## src/rtl/core/kvd_pkg.sv

```systemverilog
// Shared types and constants of the key-value binary response deframer.
// Depends on nothing; every other file of the block except kvd_if refers to it by scoped names.
`default_nettype none

package kvd_pkg;

  // Header layout.
  localparam int unsigned HEADER_BYTES = 24;
  localparam int unsigned HDR_IDX_W    = 5;
  localparam logic [HDR_IDX_W-1:0] HDR_LAST = HDR_IDX_W'(HEADER_BYTES - 1);

  // Header byte positions that carry fields.
  localparam logic [HDR_IDX_W-1:0] HB_MAGIC     = 5'd0;
  localparam logic [HDR_IDX_W-1:0] HB_KEY_HI    = 5'd2;
  localparam logic [HDR_IDX_W-1:0] HB_KEY_LO    = 5'd3;
  localparam logic [HDR_IDX_W-1:0] HB_EXTRAS    = 5'd4;
  localparam logic [HDR_IDX_W-1:0] HB_STATUS_HI = 5'd6;
  localparam logic [HDR_IDX_W-1:0] HB_STATUS_LO = 5'd7;
  localparam logic [HDR_IDX_W-1:0] HB_BODY_0    = 5'd8;
  localparam logic [HDR_IDX_W-1:0] HB_BODY_1    = 5'd9;
  localparam logic [HDR_IDX_W-1:0] HB_BODY_2    = 5'd10;
  localparam logic [HDR_IDX_W-1:0] HB_BODY_3    = 5'd11;

  // Input action codes.
  localparam logic ACT_BYTE    = 1'b0;
  localparam logic ACT_RESTART = 1'b1;

  // Result kinds.
  localparam logic [2:0] KIND_HEADER = 3'd0;
  localparam logic [2:0] KIND_EXTRAS = 3'd1;
  localparam logic [2:0] KIND_KEY    = 3'd2;
  localparam logic [2:0] KIND_VALUE  = 3'd3;
  localparam logic [2:0] KIND_ERROR  = 3'd4;

  localparam logic [7:0] MAGIC_RESET = 8'd129;

  // One result as the parser hands it to the queue, before formatting.
  typedef struct packed {
    logic [2:0]  kind;
    logic [7:0]  payload_byte;
    logic [15:0] status_word;
    logic [7:0]  extras_len;
    logic [15:0] key_len;
    logic [31:0] body_len;
    logic        last;
  } kvd_rec_t;

endpackage

`default_nettype wire

```

## src/rtl/core/kvd_if.sv

```systemverilog
// Channel interfaces of the deframer: received bytes, results and the
// configuration write channel. Depends on nothing.
`default_nettype none

interface kvd_byte_if;
  logic       valid;
  logic       ready;
  logic       action;
  logic [7:0] data_byte;
  modport source(output valid, action, data_byte, input ready);
  modport sink(input valid, action, data_byte, output ready);
endinterface

interface kvd_res_if;
  logic        valid;
  logic        ready;
  logic [2:0]  kind;
  logic [7:0]  payload_byte;
  logic [15:0] status_code;
  logic [7:0]  extras_count;
  logic [15:0] key_count;
  logic [31:0] value_count;
  logic        last;
  modport source(output valid, kind, payload_byte, status_code, extras_count, key_count,
                 value_count, last, input ready);
  modport sink(input valid, kind, payload_byte, status_code, extras_count, key_count,
               value_count, last, output ready);
endinterface

interface kvd_cfg_if;
  logic       valid;
  logic       ready;
  logic [7:0] data;
  modport source(output valid, data, input ready);
  modport sink(input valid, data, output ready);
endinterface

`default_nettype wire

```

## src/rtl/core/kvd_front.sv

```systemverilog
// Front end of the deframer: accepts bytes, tracks the header and body
// parts and pushes one raw result record per result. Uses kvd_pkg, kvd_if.
`default_nettype none

module kvd_front (
  input  wire logic              clk,
  input  wire logic              rst,
  kvd_byte_if.sink               rx,
  input  wire logic [7:0]        response_magic,
  input  wire logic              q_space,
  output logic                   q_push,
  output kvd_pkg::kvd_rec_t      q_rec
);

  typedef enum logic [2:0] {
    PH_HEADER,
    PH_EXTRAS,
    PH_KEY,
    PH_VALUE,
    PH_HALT
  } phase_t;

  phase_t                          phase, phase_next;
  logic [kvd_pkg::HDR_IDX_W-1:0]   header_index, header_index_next;
  logic [7:0]                      magic_seen, magic_seen_next;
  logic [15:0]                     status_word, status_word_next;
  logic [15:0]                     key_len, key_len_next;
  logic [7:0]                      extras_len, extras_len_next;
  logic [31:0]                     body_left, body_left_next;
  logic [15:0]                     part_left, part_left_next;

  logic        accept;
  logic [16:0] hdr_sum;
  logic        hdr_bad;
  logic [31:0] body_dec;
  logic [15:0] part_dec;

  assign rx.ready = q_space;
  assign accept   = rx.valid && q_space;
  assign hdr_sum  = {1'b0, key_len} + {9'b0, extras_len};
  assign hdr_bad  = (magic_seen != response_magic) || ({15'b0, hdr_sum} > body_left);
  assign body_dec = (body_left != 32'd0) ? body_left - 32'd1 : body_left;
  assign part_dec = (part_left != 16'd0) ? part_left - 16'd1 : part_left;

  always_comb begin
    phase_next        = phase;
    header_index_next = header_index;
    magic_seen_next   = magic_seen;
    status_word_next  = status_word;
    key_len_next      = key_len;
    extras_len_next   = extras_len;
    body_left_next    = body_left;
    part_left_next    = part_left;
    q_push            = 1'b0;
    q_rec.kind         = kvd_pkg::KIND_HEADER;
    q_rec.payload_byte = rx.data_byte;
    q_rec.status_word  = status_word;
    q_rec.extras_len   = extras_len;
    q_rec.key_len      = key_len;
    q_rec.body_len     = body_left;
    q_rec.last         = 1'b0;

    if (accept) begin
      if (rx.action == kvd_pkg::ACT_RESTART) begin
        phase_next        = PH_HEADER;
        header_index_next = '0;
      end else begin
        case (phase)
          PH_HEADER: begin
            case (header_index)
              kvd_pkg::HB_MAGIC:     magic_seen_next  = rx.data_byte;
              kvd_pkg::HB_KEY_HI:    key_len_next     = {rx.data_byte, 8'h00};
              kvd_pkg::HB_KEY_LO:    key_len_next     = {key_len[15:8], rx.data_byte};
              kvd_pkg::HB_EXTRAS:    extras_len_next  = rx.data_byte;
              kvd_pkg::HB_STATUS_HI: status_word_next = {rx.data_byte, 8'h00};
              kvd_pkg::HB_STATUS_LO: status_word_next = {status_word[15:8], rx.data_byte};
              kvd_pkg::HB_BODY_0:    body_left_next   = {24'b0, rx.data_byte};
              kvd_pkg::HB_BODY_1, kvd_pkg::HB_BODY_2, kvd_pkg::HB_BODY_3: begin
                body_left_next = {body_left[23:0], rx.data_byte};
              end
              default: ;
            endcase
            if (header_index != kvd_pkg::HDR_LAST) begin
              header_index_next = header_index + 1'b1;
            end else begin
              header_index_next = '0;
              q_push            = 1'b1;
              if (hdr_bad) begin
                phase_next = PH_HALT;
                q_rec.kind = kvd_pkg::KIND_ERROR;
                q_rec.last = 1'b1;
              end else begin
                q_rec.kind = kvd_pkg::KIND_HEADER;
                q_rec.last = (body_left == 32'd0);
                if (extras_len != 8'd0) begin
                  phase_next     = PH_EXTRAS;
                  part_left_next = {8'b0, extras_len};
                end else if (key_len != 16'd0) begin
                  phase_next     = PH_KEY;
                  part_left_next = key_len;
                end else if (body_left != 32'd0) begin
                  phase_next     = PH_VALUE;
                  part_left_next = '0;
                end else begin
                  phase_next     = PH_HEADER;
                  part_left_next = '0;
                end
              end
            end
          end
          PH_EXTRAS, PH_KEY, PH_VALUE: begin
            q_push         = 1'b1;
            q_rec.last     = (body_dec == 32'd0);
            body_left_next = body_dec;
            case (phase)
              PH_EXTRAS: q_rec.kind = kvd_pkg::KIND_EXTRAS;
              PH_KEY:    q_rec.kind = kvd_pkg::KIND_KEY;
              default:   q_rec.kind = kvd_pkg::KIND_VALUE;
            endcase
            if (phase == PH_VALUE) begin
              if (body_dec == 32'd0) begin
                phase_next        = PH_HEADER;
                header_index_next = '0;
              end
            end else begin
              part_left_next = part_dec;
              if (part_dec == 16'd0) begin
                // The current part is used up: move on to the next nonempty one.
                if (phase == PH_EXTRAS && key_len != 16'd0) begin
                  phase_next     = PH_KEY;
                  part_left_next = key_len;
                end else if (body_dec != 32'd0) begin
                  phase_next     = PH_VALUE;
                  part_left_next = '0;
                end else begin
                  phase_next        = PH_HEADER;
                  header_index_next = '0;
                  part_left_next    = '0;
                end
              end
            end
          end
          default: ;
        endcase
      end
    end
  end

  always_ff @(posedge clk) begin
    if (rst) begin
      phase        <= PH_HEADER;
      header_index <= '0;
      magic_seen   <= '0;
      status_word  <= '0;
      key_len      <= '0;
      extras_len   <= '0;
      body_left    <= '0;
      part_left    <= '0;
    end else begin
      phase        <= phase_next;
      header_index <= header_index_next;
      magic_seen   <= magic_seen_next;
      status_word  <= status_word_next;
      key_len      <= key_len_next;
      extras_len   <= extras_len_next;
      body_left    <= body_left_next;
      part_left    <= part_left_next;
    end
  end

endmodule

`default_nettype wire

```

## src/rtl/core/kvd_queue.sv

```systemverilog
// Small first-in first-out queue of raw result records between the parser
// and the output stage. Uses kvd_pkg.
`default_nettype none

module kvd_queue #(
  parameter int unsigned DEPTH = 4
) (
  input  wire logic              clk,
  input  wire logic              rst,
  input  wire logic              push,
  input  wire kvd_pkg::kvd_rec_t wr_rec,
  output logic                   space,
  input  wire logic              pop,
  output logic                   rd_valid,
  output kvd_pkg::kvd_rec_t      rd_rec
);

  localparam int unsigned PTR_W = (DEPTH > 1) ? $clog2(DEPTH) : 1;
  localparam int unsigned CNT_W = $clog2(DEPTH + 1);
  localparam logic [PTR_W-1:0] PTR_LAST = PTR_W'(DEPTH - 1);
  localparam logic [CNT_W-1:0] CNT_FULL = CNT_W'(DEPTH);

  kvd_pkg::kvd_rec_t mem [DEPTH];
  logic [PTR_W-1:0]  wr_ptr, rd_ptr;
  logic [CNT_W-1:0]  count;
  logic              do_push, do_pop;

  assign space    = (count != CNT_FULL);
  assign rd_valid = (count != '0);
  assign rd_rec   = mem[rd_ptr];
  assign do_push  = push && space;
  assign do_pop   = pop && rd_valid;

  always_ff @(posedge clk) begin
    if (do_push) begin
      mem[wr_ptr] <= wr_rec;
    end
  end

  always_ff @(posedge clk) begin
    if (rst) begin
      wr_ptr <= '0;
      rd_ptr <= '0;
      count  <= '0;
    end else begin
      if (do_push) begin
        wr_ptr <= (wr_ptr == PTR_LAST) ? '0 : wr_ptr + 1'b1;
      end
      if (do_pop) begin
        rd_ptr <= (rd_ptr == PTR_LAST) ? '0 : rd_ptr + 1'b1;
      end
      if (do_push && !do_pop) begin
        count <= count + 1'b1;
      end else if (do_pop && !do_push) begin
        count <= count - 1'b1;
      end
    end
  end

endmodule

`default_nettype wire

```

## src/rtl/core/kvd_back.sv

```systemverilog
// Output stage of the deframer: takes raw records from the queue, works out
// the value length, clears unused fields and holds the result register.
// Uses kvd_pkg and kvd_if.
`default_nettype none

module kvd_back (
  input  wire logic              clk,
  input  wire logic              rst,
  input  wire logic              q_valid,
  input  wire kvd_pkg::kvd_rec_t q_rec,
  output logic                   q_pop,
  kvd_res_if.source              tx
);

  logic        out_valid;
  logic [2:0]  kind;
  logic [7:0]  payload_byte;
  logic [15:0] status_code;
  logic [7:0]  extras_count;
  logic [15:0] key_count;
  logic [31:0] value_count;
  logic        last;

  logic [7:0]  payload_next;
  logic [15:0] status_next;
  logic [7:0]  extras_next;
  logic [15:0] key_next;
  logic [31:0] value_next;

  assign q_pop = q_valid && (!out_valid || tx.ready);

  always_comb begin
    payload_next = '0;
    status_next  = '0;
    extras_next  = '0;
    key_next     = '0;
    value_next   = '0;
    case (q_rec.kind)
      kvd_pkg::KIND_HEADER: begin
        status_next = q_rec.status_word;
        extras_next = q_rec.extras_len;
        key_next    = q_rec.key_len;
        value_next  = q_rec.body_len - {24'b0, q_rec.extras_len} - {16'b0, q_rec.key_len};
      end
      kvd_pkg::KIND_EXTRAS, kvd_pkg::KIND_KEY, kvd_pkg::KIND_VALUE: begin
        payload_next = q_rec.payload_byte;
      end
      default: ;
    endcase
  end

  always_ff @(posedge clk) begin
    if (rst) begin
      out_valid <= 1'b0;
    end else if (q_pop) begin
      out_valid <= 1'b1;
    end else if (tx.ready) begin
      out_valid <= 1'b0;
    end
  end

  always_ff @(posedge clk) begin
    if (q_pop) begin
      kind         <= q_rec.kind;
      payload_byte <= payload_next;
      status_code  <= status_next;
      extras_count <= extras_next;
      key_count    <= key_next;
      value_count  <= value_next;
      last         <= q_rec.last;
    end
  end

  assign tx.valid        = out_valid;
  assign tx.kind         = kind;
  assign tx.payload_byte = payload_byte;
  assign tx.status_code  = status_code;
  assign tx.extras_count = extras_count;
  assign tx.key_count    = key_count;
  assign tx.value_count  = value_count;
  assign tx.last         = last;

endmodule

`default_nettype wire

```

## src/rtl/core/kv_binary_response_deframer_top.sv

```systemverilog
// Top level of the key-value binary response deframer.
// Depends on kvd_pkg, kvd_if, kvd_front, kvd_queue and kvd_back.
//
// Usage:
// The rx channel carries one beat per received response byte (action 0) or a
// restart request (action 1) that returns the parser to the start of a header.
// The tx channel carries results: one header-info beat after the 24th header
// byte, then one beat per extras, key and value byte, with last set on the
// final beat of the response. A bad magic or a key plus extras length larger
// than the body gives a single protocol-error beat and the block then drops
// bytes until a restart. The cfg channel writes the expected magic byte; it is
// always ready and is meant to be written only while the block is idle.
// Throughput is one rx beat per cycle while the queue has space. The rx beat
// writes its record into the queue, from where the record moves into the
// output register, from which tx takes the result. At reset the magic returns
// to 129, the parser waits for the first header byte and the queue is empty.
// When the receiver stalls, up to QUEUE_DEPTH results collect in the queue
// plus one in the output register; only then does rx.ready drop, and it rises
// again as soon as a slot frees up.

`default_nettype none

module kv_binary_response_deframer_top #(
  parameter int unsigned QUEUE_DEPTH = 4
) (
  input  wire logic  clk,
  input  wire logic  rst,
  kvd_cfg_if.sink    cfg,
  kvd_byte_if.sink   rx,
  kvd_res_if.source  tx
);

  logic [7:0]        response_magic;
  logic              q_push;
  logic              q_space;
  logic              q_valid;
  logic              q_pop;
  kvd_pkg::kvd_rec_t push_rec;
  kvd_pkg::kvd_rec_t head_rec;

  // Expected magic byte; written by the configuration channel.
  assign cfg.ready = 1'b1;

  always_ff @(posedge clk) begin
    if (rst) begin
      response_magic <= kvd_pkg::MAGIC_RESET;
    end else if (cfg.valid) begin
      response_magic <= cfg.data;
    end
  end

  // Parser: classifies each byte and produces at most one raw record per beat.
  kvd_front u_front (
    .clk            (clk),
    .rst            (rst),
    .rx             (rx),
    .response_magic (response_magic),
    .q_space        (q_space),
    .q_push         (q_push),
    .q_rec          (push_rec)
  );

  // The queue lets the parser keep taking bytes while the receiver stalls.
  kvd_queue #(
    .DEPTH (QUEUE_DEPTH)
  ) u_queue (
    .clk      (clk),
    .rst      (rst),
    .push     (q_push),
    .wr_rec   (push_rec),
    .space    (q_space),
    .pop      (q_pop),
    .rd_valid (q_valid),
    .rd_rec   (head_rec)
  );

  // Output stage: formats each record and holds it until the receiver takes it.
  kvd_back u_back (
    .clk     (clk),
    .rst     (rst),
    .q_valid (q_valid),
    .q_rec   (head_rec),
    .q_pop   (q_pop),
    .tx      (tx)
  );

  // A new result on tx must come from a record that was waiting in the queue.
  a_tx_from_queue: assert property (@(posedge clk) disable iff (rst)
    $rose(tx.valid) |-> $past(q_valid))
    else $error("tx valid rose without a queued record");

  // A protocol error always ends the response.
  a_error_last: assert property (@(posedge clk) disable iff (rst)
    (tx.valid && tx.kind == kvd_pkg::KIND_ERROR) |-> (tx.last && tx.value_count == 32'd0))
    else $error("protocol error result is not marked last or carries a length");

  // Header fields are only shown on header-info results.
  a_header_fields: assert property (@(posedge clk) disable iff (rst)
    (tx.valid && tx.kind != kvd_pkg::KIND_HEADER) |->
      (tx.status_code == 16'd0 && tx.key_count == 16'd0 && tx.extras_count == 8'd0))
    else $error("header fields present on a non-header result");

endmodule

`default_nettype wire
```

## src/flat_wrapper.sv

```systemverilog
// flat-port wrapper written by rule: the top's interface ports become plain ports
module kv_binary_response_deframer_top_flat 
#(
  parameter int unsigned QUEUE_DEPTH = 4
)
  (clk, rst, cfg_valid, cfg_data, cfg_ready, rx_valid, rx_action, rx_data_byte, rx_ready, tx_valid, tx_kind, tx_payload_byte, tx_status_code, tx_extras_count, tx_key_count, tx_value_count, tx_last, tx_ready);
  kvd_cfg_if cfg_i ();
  kvd_byte_if rx_i ();
  kvd_res_if tx_i ();
  input  wire logic clk;
  input  wire logic rst;
  input wire logic [$bits(cfg_i.valid)-1:0] cfg_valid;
  input wire logic [$bits(cfg_i.data)-1:0] cfg_data;
  output wire logic [$bits(cfg_i.ready)-1:0] cfg_ready;
  input wire logic [$bits(rx_i.valid)-1:0] rx_valid;
  input wire logic [$bits(rx_i.action)-1:0] rx_action;
  input wire logic [$bits(rx_i.data_byte)-1:0] rx_data_byte;
  output wire logic [$bits(rx_i.ready)-1:0] rx_ready;
  output wire logic [$bits(tx_i.valid)-1:0] tx_valid;
  output wire logic [$bits(tx_i.kind)-1:0] tx_kind;
  output wire logic [$bits(tx_i.payload_byte)-1:0] tx_payload_byte;
  output wire logic [$bits(tx_i.status_code)-1:0] tx_status_code;
  output wire logic [$bits(tx_i.extras_count)-1:0] tx_extras_count;
  output wire logic [$bits(tx_i.key_count)-1:0] tx_key_count;
  output wire logic [$bits(tx_i.value_count)-1:0] tx_value_count;
  output wire logic [$bits(tx_i.last)-1:0] tx_last;
  input wire logic [$bits(tx_i.ready)-1:0] tx_ready;
  assign cfg_i.valid = cfg_valid;
  assign cfg_i.data = cfg_data;
  assign cfg_ready = cfg_i.ready;
  assign rx_i.valid = rx_valid;
  assign rx_i.action = rx_action;
  assign rx_i.data_byte = rx_data_byte;
  assign rx_ready = rx_i.ready;
  assign tx_valid = tx_i.valid;
  assign tx_kind = tx_i.kind;
  assign tx_payload_byte = tx_i.payload_byte;
  assign tx_status_code = tx_i.status_code;
  assign tx_extras_count = tx_i.extras_count;
  assign tx_key_count = tx_i.key_count;
  assign tx_value_count = tx_i.value_count;
  assign tx_last = tx_i.last;
  assign tx_i.ready = tx_ready;
  kv_binary_response_deframer_top #(.QUEUE_DEPTH(QUEUE_DEPTH)) u_core (.clk(clk), .rst(rst), .cfg(cfg_i), .rx(rx_i), .tx(tx_i));
endmodule
```

## config.mk

```make
export PLATFORM = sky130hd
export DESIGN_NAME = kv_binary_response_deframer_top_flat
export DESIGN_NICKNAME = d
export VERILOG_FILES = /design/src/rtl/core/kvd_pkg.sv /design/src/rtl/core/kvd_if.sv /design/src/rtl/core/kvd_front.sv /design/src/rtl/core/kvd_queue.sv /design/src/rtl/core/kvd_back.sv /design/src/rtl/core/kv_binary_response_deframer_top.sv /design/src/flat_wrapper.sv
export SDC_FILE = /design/constraint.sdc
export NUM_CORES = 1
export LEC_CHECK = 0
export BUFFER_PORTS_ARGS = -buffer_cell sky130_fd_sc_hd__buf_4
export CORE_UTILIZATION = 53
export DETAILED_ROUTE_END_ITERATION = 8
export MAX_ROUTING_LAYER = met4
export PLACE_DENSITY_LB_ADDON = 0.12
export RECOVER_POWER = 25
export REMOVE_ABC_BUFFERS = 1
export SETUP_SLACK_MARGIN = 0.02
export SLEW_MARGIN = 10
export SYNTH_ARGS = -nofsm -noshare
export SYNTH_HDL_FRONTEND = slang
export SYNTH_SLANG_ARGS = --single-unit
```

## constraint.sdc

```tcl
create_clock -name clk -period 8.9 [get_ports clk]
set_input_delay 0.445 -clock clk [delete_from_list [all_inputs] [get_ports clk]]
set_output_delay 0.445 -clock clk [all_outputs]
set_load 0.005 [all_outputs]
```

# After elaboration in Yosys (flattened, before gate mapping)
# Memory sizes are Yosys's and may differ from the RTL's. A register that Yosys moved wholly into a read port is not among the register bits.
# Cells that the tools add are included.
[totals]
ff_bits = 204
latch_bits = 0
ramBits = 336
romBits = 0
inputBits = 22
wordCells = 168
memories = 1
[op_classes]
add_sub_neg = 10
n_mul = 0
div_mod_pow = 0
n_lt_le_gt_ge = 1
n_eq_ne = 29
shifts = 0
muxes = 59
bitwise_logic = 3
reduce_logical = 43
[mem_list]
columns = ["name", "depth", "width", "read_ports", "rd_ports_with_merged_regs", "wr", "line_no", "source"]
rows = [
  ["u_core.u_queue.mem", 4, 84, 1, 1, 1, "kvd_queue.sv:23", "kvd_pkg::kvd_rec_t mem [DEPTH];"],
]
[ops]
columns = ["cell", "count"]
rows = [
  ["16-bit two-way mux", 8],
  ["32-bit one-hot mux with 2 select lines", 2],
  ["16-bit one-hot mux with 2 select lines", 3],
  ["32-bit zero test", 2],
  ["32-bit nonzero test", 2],
  ["3-bit two-way mux", 12],
  ["5-bit two-way mux", 7],
  ["17-bit by 32-bit greater-than comparator with 1-bit output", 1],
  ["32-bit two-way mux", 1],
  ["16-bit nonzero test", 2],
  ["32-bit by 1-bit subtractor with 32-bit output, second input constant", 1],
  ["32-bit by 16-bit subtractor with 32-bit output", 1],
  ["32-bit by 8-bit subtractor with 32-bit output", 1],
  ["5-bit by 4-bit == test with 1-bit output, second input constant", 4],
  ["4-bit AND reduction", 5],
  ["2-bit two-way mux", 9],
  ["16-bit by 8-bit adder with 17-bit output", 1],
  ["16-bit zero test", 1],
  ["4-bit inequality test, second input constant", 4],
  ["16-bit by 1-bit subtractor with 16-bit output, second input constant", 1],
  ["5-bit by 3-bit == test with 1-bit output, second input constant", 3],
  ["5-bit AND reduction", 3],
  ["3-bit by 2-bit == test with 1-bit output, second input constant", 4],
  ["3-bit one-hot mux with 2 select lines", 2],
  ["other kinds (27)", 65],
]

# Depth between registers and ports, before layout
# Gate-level depths: netlist (run 1).
[depth]
word_depth = 10
depth_mapped = 22
depth_no_buf = 21

# By module
# Synthesis (run 1) repeated with hierarchy kept, for this count alone.
[unflattened]
hier_cells = 1940
hier_area_um2 = 25214.2
[by_module_without_submodules]
columns = ["mod", "n_inst", "cells_each", "area_per_inst_um2"]
rows = [
  ["kvd_queue", 1, 486, 12595.8],
  ["kvd_front", 1, 989, 7526.0],
  ["kvd_back", 1, 437, 4788.3],
  ["kv_binary_response_deframer_top", 1, 28, 304.0],
]

# Worst setup path after synthesis (run 1)
# Ideal clock, no wire load.
[synth_path]
path_type = "in2reg"
start = "input port tx_ready"
end = "register u_core.u_queue.count[2]"
arrival_time_ns = 6.274
path_slack_ns = 2.556
path_stages = 9
path_buffers = 0
path_cell_list = "inv_1 > a21oi_1 > inv_1 > ha_1 > inv_1 > fa_1 > xor2_1 > or3_1 > a21oi_1"
[synth_via]
elab_chain_len = 6
[synth_rtl]
columns = ["item", "line_no", "source"]
rows = [
  ["start: declaration", "flat_wrapper.sv:27", "input wire logic [$bits(tx_i.ready)-1:0] tx_ready;"],
  ["1-bit logical OR (*)", "kvd_back.sv:30", "assign q_pop = q_valid && (!out_valid || tx.ready);"],
  ["1-bit logical AND (*)", "kvd_back.sv:30", ""],
  ["named net u_core.q_pop", "kv_binary_response_deframer_top.sv:37", "logic q_pop;"],
  ["1-bit logical AND (*)", "kvd_queue.sv:32", "assign do_pop = pop && rd_valid;"],
  ["1-bit zero test", "kvd_queue.sv:52", "if (do_push && !do_pop) begin"],
  ["1-bit logical AND", "kvd_queue.sv:52", ""],
  ["3-bit two-way mux / 2-bit nonzero test (equally long branches)", "--", ""],
  ["end signal: assignment", "kvd_queue.sv:53", "count <= count + 1'b1;"],
  ["end signal: assignment", "kvd_queue.sv:55", "count <= count - 1'b1;"],
  ["end: declaration", "kvd_queue.sv:25", "logic [CNT_W-1:0] count;"],
]
# The timed path passes the listed nets; every way through them passes the cells marked *.
# A chain may end at the register's enable or synchronous reset.

# Worst setup path in the final report (run 1)
[layout_path]
start = "register u_core.u_front.extras_len[0]"
end = "register u_core.u_front.part_left[9]"
[layout_via]
elab_chain_len = 5
[layout_rtl]
columns = ["item", "line_no", "source"]
rows = [
  ["start: declaration", "kvd_front.sv:28", "logic [7:0] extras_len, extras_len_next;"],
  ["start signal: assignment", "kvd_front.sv:165", "extras_len <= extras_len_next;"],
  ["16-bit by 8-bit adder with 17-bit output / 8-bit nonzero test (equally long branches)", "kvd_front.sv:40, kvd_front.sv:95", ""],
  ["17-bit by 32-bit greater-than comparator with 1-bit output / 16-bit two-way mux (equally long branches)", "kvd_front.sv:41, kvd_front.sv:95", ""],
  ["1-bit logical OR / 16-bit two-way mux (equally long branches)", "kvd_front.sv:41, kvd_front.sv:88", ""],
  ["2-bit inequality test (no source line) / 16-bit two-way mux (equally long branches)", "--", ""],
  ["6-bit AND reduction (no source line) / 16-bit one-hot mux with 2 select lines (equally long branches)", "--", ""],
  ["end signal: assignment", "kvd_front.sv:167", "part_left <= part_left_next;"],
  ["end: declaration", "kvd_front.sv:30", "logic [15:0] part_left, part_left_next;"],
]
# Parallel ways exist; a longest one is shown, timed or not. The select of a mux whose other input is x is not followed.

==> results by group, run 1 <==
Clock tree
  • Total clock sinks: 542
  • Clock transition at the register clock pins on the worst setup and hold paths after CTS: 60 ps
  • CTS tree: yes
  • Post-CTS setup-driven buffer insertion count: 0
  • Clock buffer count from CTS: 54
  • Number of buffers on the longest clock path: 3
  • Htree depth: 2
  • Later-pin clock latency in the skew report: 620 ps
  • Hold Buf Count CTS: 0
  • Root buffer selected by CTS: clkbuf_16
  • Cells resized by post-CTS repair: 0

Die
  • Number of primary I/O pins: 109
  • Vertical die dimension: 217 um
  • Initial cell density of the core: 53.9%
  • Standard-cell row count: 78
  • Die area: 47100 sq um
  • Std-Cell Core Area: 45500 sq um
  • DIE WIDTH: 217 um

Layout
  • Filler cell count in the final layout: 3589
  • Final nets: 2041
  • Utilization of the core after routing: 60.6%
  • Share of layout cells above drive strength 1: 16.3%
  • Area used by multi-input combinational logic: 8750 sq um
  • Syn-to-layout area delta: 12.5%
  • FF+latch area: 15100 sq um
  • Number of diodes added for antenna fixing: 0
  • Non-filler instance count after layout: 2592

Logic synthesis
  • Sequential area share after synthesis: 61.4%
  • Syn Std Cell Area: 24500 sq um
  • Count of flip-flops with a built-in enable after synthesis: 420
  • Area fraction of the dominant cell type after synthesis: 51.5%
  • Synth cell count leaders: 420 x edfxtp_1, 196 x nor2_1, 122 x dfxtp_1, 104 x a21oi_1, 90 x nand2_1
  • Fraction of the mapped netlist area in adder cells: 4.03%
  • Async SR Flop Fraction: 0%
  • Main combinational cell family by area after synthesis: simple AND/OR/NAND/NOR gates
  • Basic-gate share of the synthesized area counting and, or, nand and nor cells: 11.3%
  • Post-Synth XOR/XNOR Area: 2.40%
  • Yosys warning count: 0
  • Synthesized area per cell: 13.1 sq um
  • Cell count after synthesis: 1872
  • Cell with the most instances after synthesis: edfxtp_1
  • Compound-cell area share of the yosys netlist: 8.76%
  • Largest cells by area after synthesis: edfxtp_1 51%, dfxtp_1 10%, mux4_2 7.7%
  • Area leader, netlist: edfxtp_1
  • Multiplexer share of the synthesized area: 9.03%
  • Synth Register Bits: 542
  • Netlist cell types: 79
  • Prevailing post-synth register cell: edfxtp_1

Timing
  • Setup repair after global routing missed its margin: false
  • Final setup margin: 3370 ps
  • Total setup violations reported at the end of the flow: 0
  • Relative slew slack: 20.9%
  • Maximum operating frequency: 181 MHz
  • Count of pins over their slew limit: 0
  • Final Hold Violating Endpoints: 0
  • Tcrit/Tclk final: 62.1%
  • Period minus WS final: 5530 ps
  • Final worst clock skew: 14.9 ps
  • Transition time at the pin with the least slew margin: 1180 ps
  • Sum of negative setup slack: 0 ps

Setup path
  • Category of the most critical setup path: flop to flop
  • Worst path required time: 9410 ps
  • Critical Path Sink Type: flop
  • Worst-path fanout max: 29
  • Worst endpoint data arrival time: 6040 ps
  • Startpoint class of the critical path: flop

Routing
  • DR iter-0 viols: 1507
  • Average wire per cell in the routed design: 21.8 um
  • DRT Pass-1 Iters: 6
  • Via/cell ratio: 6.03
  • Vias post-DR: 15600
  • Number of remaining DRC errors: 0
  • Final wirelength: 56.6 mm
  • Count of nets left with antenna violations after detail routing: 0

Power
  • Total power draw: 8390 uW
  • Largest vdd supply drop: 0.000251 V
  • Leakage: 0.00988 uW
  • Total power per unit cell area: 305 nW/um^2

GRT
  • Via count of the first global-routing pass: 15300
  • Global-route total usage across every layer: 25.2%
  • Antenna violations before repair: 1
  • Wire length of the first global-routing pass: 88.3 mm
  • Overflow left after global routing: 0
  • Maximum number of pins on one net before global-route repair: 91

Place
  • HPWL after DPL: 36.1 mm
  • Global placement routability congestion: 0.934
  • Port buffer count: 107
  • Placed cells: 2489
  • Setup WS pre-CTS: 3320 ps

Run status
  • Outcome: finished, final reports clean

Worst hold path
  • Classification of the worst-slack hold path: input pin to flop

Run
  • Count of maximum capacitance violations: 0
-- state kept, by name (all words and copies together) (netlist names), named ones only --
signal,cells
u_core.u_front.key_len,16
u_core.u_back.tx.extras_count,8
u_core.u_front.magic_seen,8
u_core.u_front.status_word,16
u_core.response_magic,8
u_core.u_back.tx.value_count,32
u_core.u_back.tx.status_code,16
u_core.u_queue.count,3
u_core.u_back.tx.valid,1
u_core.u_front.phase,3
u_core.u_queue.mem,336
u_core.u_queue.wr_ptr,2
u_core.u_back.tx.payload_byte,8
u_core.u_back.tx.kind,3
u_core.u_back.tx.key_count,16
u_core.u_front.part_left,16
u_core.u_queue.rd_ptr,2
u_core.u_back.tx.last,1
u_core.u_front.header_index,5
u_core.u_front.body_left,32
u_core.u_front.extras_len,8
-- layout by cell type, fill, tap and decap left out, types with 42 or more instances in the layout --
master     synthesis  routed
a21oi_1          104     103
nor2_1           196     195
buf_4              2     114
clkbuf_16          0      54
ha_1              63      63
xnor2_1           42      42
nor3_1            48      46
dfxtp_1          122     120
edfxtp_1         420     420
inv_1             85      85
nand2_1           90      90
mux4_2            84      84
o21ai_0           62      62
-- layer usage --
| layer | GRT usage [%] | vias to the layer above | wire, um |
|---|---|---|---|
| met2 | 38.4 | 497 | 26200 |
| met4 | 7.02 | 0 | 1440 |
| met5 | - | - | 0 |
| met3 | 4.04 | 100 | 3570 |
| li1 | - | 7206 | - |
| met1 | 35.2 | 7828 | 25400 |
-- stage by stage --
step                cell area [sq um]  hold WS (ps)
detailed placement              25800           486
CTS                             27600          19.5
floorplan                       24100           455
global placement                25800           480
finish                          27600          49.2
global route                    27600          27.9
-- critical path, cell delays in order, from the launching register on --
cell and delay (ps):
dfxtp_1 500, ha_1 240, inv_1 60, fa_1 460, nor2b_1 130, o21ai_0 100, a21boi_0 230, o21ai_0 120
a21boi_0 230, o21ai_0 150, a21oi_1 320, nand4_1 160, xnor2_1 200, ha_1 330, a21o_1 170, a221o_1 330
nor3_1 210, o41a_1 380, o211a_1 750, o211ai_1 180, o211a_1 170
-- report_power, final --
part           internal (uW)  total (uW)  switching, uW
logic                   1250        2860           1610
clock network           1260        2240            982
registers               3090        3300            208
total                   5590        8390           2800
-- final cells by class --
class / instances / area share [%]
Sequential cell: 542 / 54.7
Multi-Input combinational cell: 1139 / 31.8
Clock buffer: 75 / 5.48
Timing Repair Buffer: 124 / 3.30
Tap cell: 600 / 2.72
Inverter: 85 / 1.16
Clock inverter: 27 / 0.908
-- final timing paths --
kind	end	startpoint	slack [ps]	depth (start not counted)
hold / removal	u_core.response_magic[0]	cfg_data[0]	50	3
setup reg to reg	u_core.u_front.part_left[9]	u_core.u_front.extras_len[0]	3370	20
setup / recovery	u_core.u_front.part_left[9]	u_core.u_front.extras_len[0]	3370	20
hold reg to reg	u_core.response_magic[0]	u_core.response_magic[0]	490	2
-- cell families after synthesis --
logic type      count (synthesis)
mux                           116
fa+ha+maj                      73
flops                         542
other cells                     1
buf+inv                       191
compound gates                329
xor+xnor                       67
simple gates                  553
Power figures use the tool's default switching activity.
==> run 2, diff against run 1 <==
--- a/config.mk
+++ b/config.mk
@@ -5,6 +5,7 @@
 export SDC_FILE = /design/constraint.sdc
 export NUM_CORES = 1
 export LEC_CHECK = 0
+export ABC_AREA = 1
 export BUFFER_PORTS_ARGS = -buffer_cell sky130_fd_sc_hd__buf_4
 export CORE_UTILIZATION = 53
 export DETAILED_ROUTE_END_ITERATION = 8
==> constraint.sdc (replaced) <==
create_clock -name clk -period 5.55 [get_ports clk]
set_input_delay 0.2775 -clock clk [delete_from_list [all_inputs] [get_ports clk]]
set_output_delay 0.2775 -clock clk [all_outputs]
set_load 0.005 [all_outputs]
==> run 2 against run 1 <==
Against the previous run:
- the flow now finishes with violations (design-rule violations)
- clock-buffer cell count grew 1
- critical path depth grew 2
- die area grew 2.8%
- sequential cell count is the same
- register-to-register slack lost 2800 ps
- synthesized area grew 2.8%
- final cell count grew 29%
==> results by group, run 2 <==
Logic synthesis
  • Yosys warning count: 0
  • Area fraction of the dominant cell type after synthesis: 50.1%
  • Syn Std Cell Area: 25200 sq um
  • Prevailing post-synth register cell: edfxtp_1
  • Cell with the most instances after synthesis: nand2_1
  • Synth Register Bits: 542
  • Synthesized area per cell: 9.80 sq um
  • Synth cell count leaders: 447 x nand2_1, 420 x edfxtp_1, 398 x nor2_1, 257 x a21oi_1, 208 x o21ai_0
  • Area leader, netlist: edfxtp_1
  • Async SR Flop Fraction: 0%
  • Netlist cell types: 54
  • Largest cells by area after synthesis: edfxtp_1 50%, dfxtp_1 9.7%, nand2_1 6.7%
  • Count of flip-flops with a built-in enable after synthesis: 420
  • Sequential area share after synthesis: 59.8%
  • Cell count after synthesis: 2572

GRT
  • Overflow left after global routing: 0
  • Via count of the first global-routing pass: 18200
  • Antenna violations before repair: 0
  • Global-route total usage across every layer: 28.8%
  • Wire length of the first global-routing pass: 103 mm
  • Maximum number of pins on one net before global-route repair: 85

Place
  • HPWL after DPL: 43.7 mm
  • Global placement routability congestion: 0.937
  • Port buffer count: 107
  • Setup WS pre-CTS: 687 ps
  • Placed cells: 3206

Timing
  • Setup repair after global routing missed its margin: false
  • Sum of negative setup slack: 0 ps
  • Tcrit/Tclk final: 89.8%
  • Relative slew slack: 21.9%
  • Period minus WS final: 4980 ps
  • Total setup violations reported at the end of the flow: 0
  • Maximum operating frequency: 201 MHz
  • Final setup margin: 569 ps
  • Final Hold Violating Endpoints: 0
  • Count of pins over their slew limit: 0
  • Final worst clock skew: 25.3 ps
  • Transition time at the pin with the least slew margin: 1170 ps
  • Worst hold margin: 54.0 ps

Setup path
  • Worst-path fanout max: 30
  • Worst endpoint data arrival time: 5530 ps
  • Critical Path Sink Type: flop
  • Worst path required time: 6100 ps
  • Startpoint class of the critical path: flop
  • Category of the most critical setup path: flop to flop
  • Worst setup path startpoint: u_core.u_front.key_len[0]
  • Beginning of the worst register-to-register path: u_core.u_front.key_len[0]

Layout
  • Number of diodes added for antenna fixing: 0
  • FF+latch area: 15100 sq um
  • Largest register FFs: 336
  • Leading cell type in the layout, fill and taps excluded: nand2_1
  • Area used by multi-input combinational logic: 8970 sq um
  • Non-filler instance count after layout: 3333
  • Register containing the most flip-flops in the final layout: u_core.u_queue.mem
  • Syn-to-layout area delta: 14.1%
  • Highest-count cells in the layout ignoring fill and taps: 447 x nand2_1, 420 x edfxtp_1, 394 x nor2_1
  • Filler cell count in the final layout: 3911
  • Share of layout cells above drive strength 1: 9.72%
  • Final nets: 2775
  • Registers with the most flip-flops: u_core.u_queue.mem: 336 flops, u_core.u_back.tx.value_count: 32 flops, u_core.u_front.body_left: 32 flops

Routing
  • DR iter-0 viols: 1838
  • Number of remaining DRC errors: 10
  • Count of nets left with antenna violations after detail routing: 0
  • Vias post-DR: 19300
  • Final wirelength: 66.6 mm
  • Via/cell ratio: 5.78
  • Average wire per cell in the routed design: 20.0 um
  • DRT Pass-1 Iters: 8

Die
  • Number of primary I/O pins: 109
  • Initial cell density of the core: 53.9%
  • Std-Cell Core Area: 46800 sq um
  • Standard-cell row count: 79
  • Vertical die dimension: 220 um
  • Die area: 48400 sq um
  • DIE WIDTH: 220 um

Clock tree
  • Post-CTS setup-driven buffer insertion count: 0
  • CTS tree: yes
  • Htree depth: 2
  • Number of buffers on the longest clock path: 3
  • Cells resized by post-CTS repair: 0
  • Total clock sinks: 542
  • Clock buffer count from CTS: 56
  • Root buffer selected by CTS: clkbuf_16
  • Clock transition at the register clock pins on the worst setup and hold paths after CTS: 60 ps
  • Later-pin clock latency in the skew report: 620 ps

Run status
  • Failing checks: design-rule violations
  • Outcome: complete, but fails checks

Worst hold path
  • Classification of the worst-slack hold path: input pin to flop
  • Start point of the worst hold path: rx_action

Power
  • Largest vdd supply drop: 0.000330 V
  • Leakage: 0.0113 uW
  • Total power per unit cell area: 635 nW/um^2

Run
  • Count of maximum capacitance violations: 0
-- run 2: changes by cell type in the layout (fill, tap and decap cells not counted), moves of 84 or more --
cell and delta:
a21oi_1 +154, inv_1 +113, mux4_2 -84, nand2_1 +357, nor2_1 +199, o21ai_0 +146
-- run 2: path summary, 6_finish.rpt --
path                                                       end  slack, ps  cells after the start
worst max-delay path              u_core.u_front.part_left[12]        570                     22
worst min-delay path            u_core.u_front.header_index[0]         50                      4
worst max register to register    u_core.u_front.part_left[12]        570                     22
worst min register to register  u_core.u_front.header_index[4]        500                      2
-- run 2: per-stage QoR --
stage	cell area (sq um)	utilization, %	total power [uW]
CTS	28800	61.5	18200
floorplan	24800	-	11500
global route	28700	61.5	19600
global placement	26600	57.0	14200
finish	28700	61.5	18300
detailed placement	26600	57.0	14300
-- run 2: per-layer routing --
metal / GRT usage (%) / share of wire [%] / vias to the layer above
li1: - / - / 9157
met1: 40.4 / 45 / 9284
met2: 43.1 / 45 / 721
met3: 5.33 / 7.4 / 111
met4: 7.68 / 2.3 / 0
met5: - / 0 / -
-- run 2: final cells by class --
| type | instances | share of cell area [%] |
|---|---|---|
| well taps | 607 | 2.64 |
| clock inverters | 28 | 1.10 |
| flip-flops and latches | 542 | 52.4 |
| repair buffers | 158 | 4.40 |
| inverters | 206 | 2.70 |
| multi-input cells | 1716 | 31.2 |
| clock buffers | 76 | 5.55 |
-- run 2: kinds of logic (layout without fill, tap and decap cells) --
group                      Yosys count  after routing  share of synthesized area (%)
buffers and inverters              314            468                           4.83
xor gates and xnor gates            43             43                           1.49
other                                1              1                         0.0149
DFF                                542            542                           59.8
and+or+nand+nor                   1005           1005                           16.5
AOI/OAI and AO/OA                  594            594                           13.5
adders and majority gates           73             73                           3.92
-- run 2: critical path: stages, from the launching register on --
cell	delay [ps]
dfxtp_1	460
ha_1	230
inv_1	70
fa_1	450
o21ai_0	290
a21oi_1	100
inv_1	70
a21oi_1	90
o21ai_0	370
nand4_1	250
nor3_1	250
xor2_1	110
ha_1	300
nand2_1	60
nor4_1	350
a31oi_1	140
nand2_1	140
nand2_1	130
nand2_1	90
nand2_1	80
inv_1	550
o21ai_0	180
a21oi_1	150
-- run 2: power by group --
group	switching (uW)	internal, uW	leakage [uW]
Combinational	5960	2870	0.00552
Clock	1570	2290	0.000933
Sequential	407	5160	0.00480
Total	7930	10300	0.0113
-- run 2: what timing repair did --
item | CTS | global route
endpoints found under the setup margin | 0 | 0
endpoints found under the hold margin | 38 | 0
hold buffers | 23 | 0
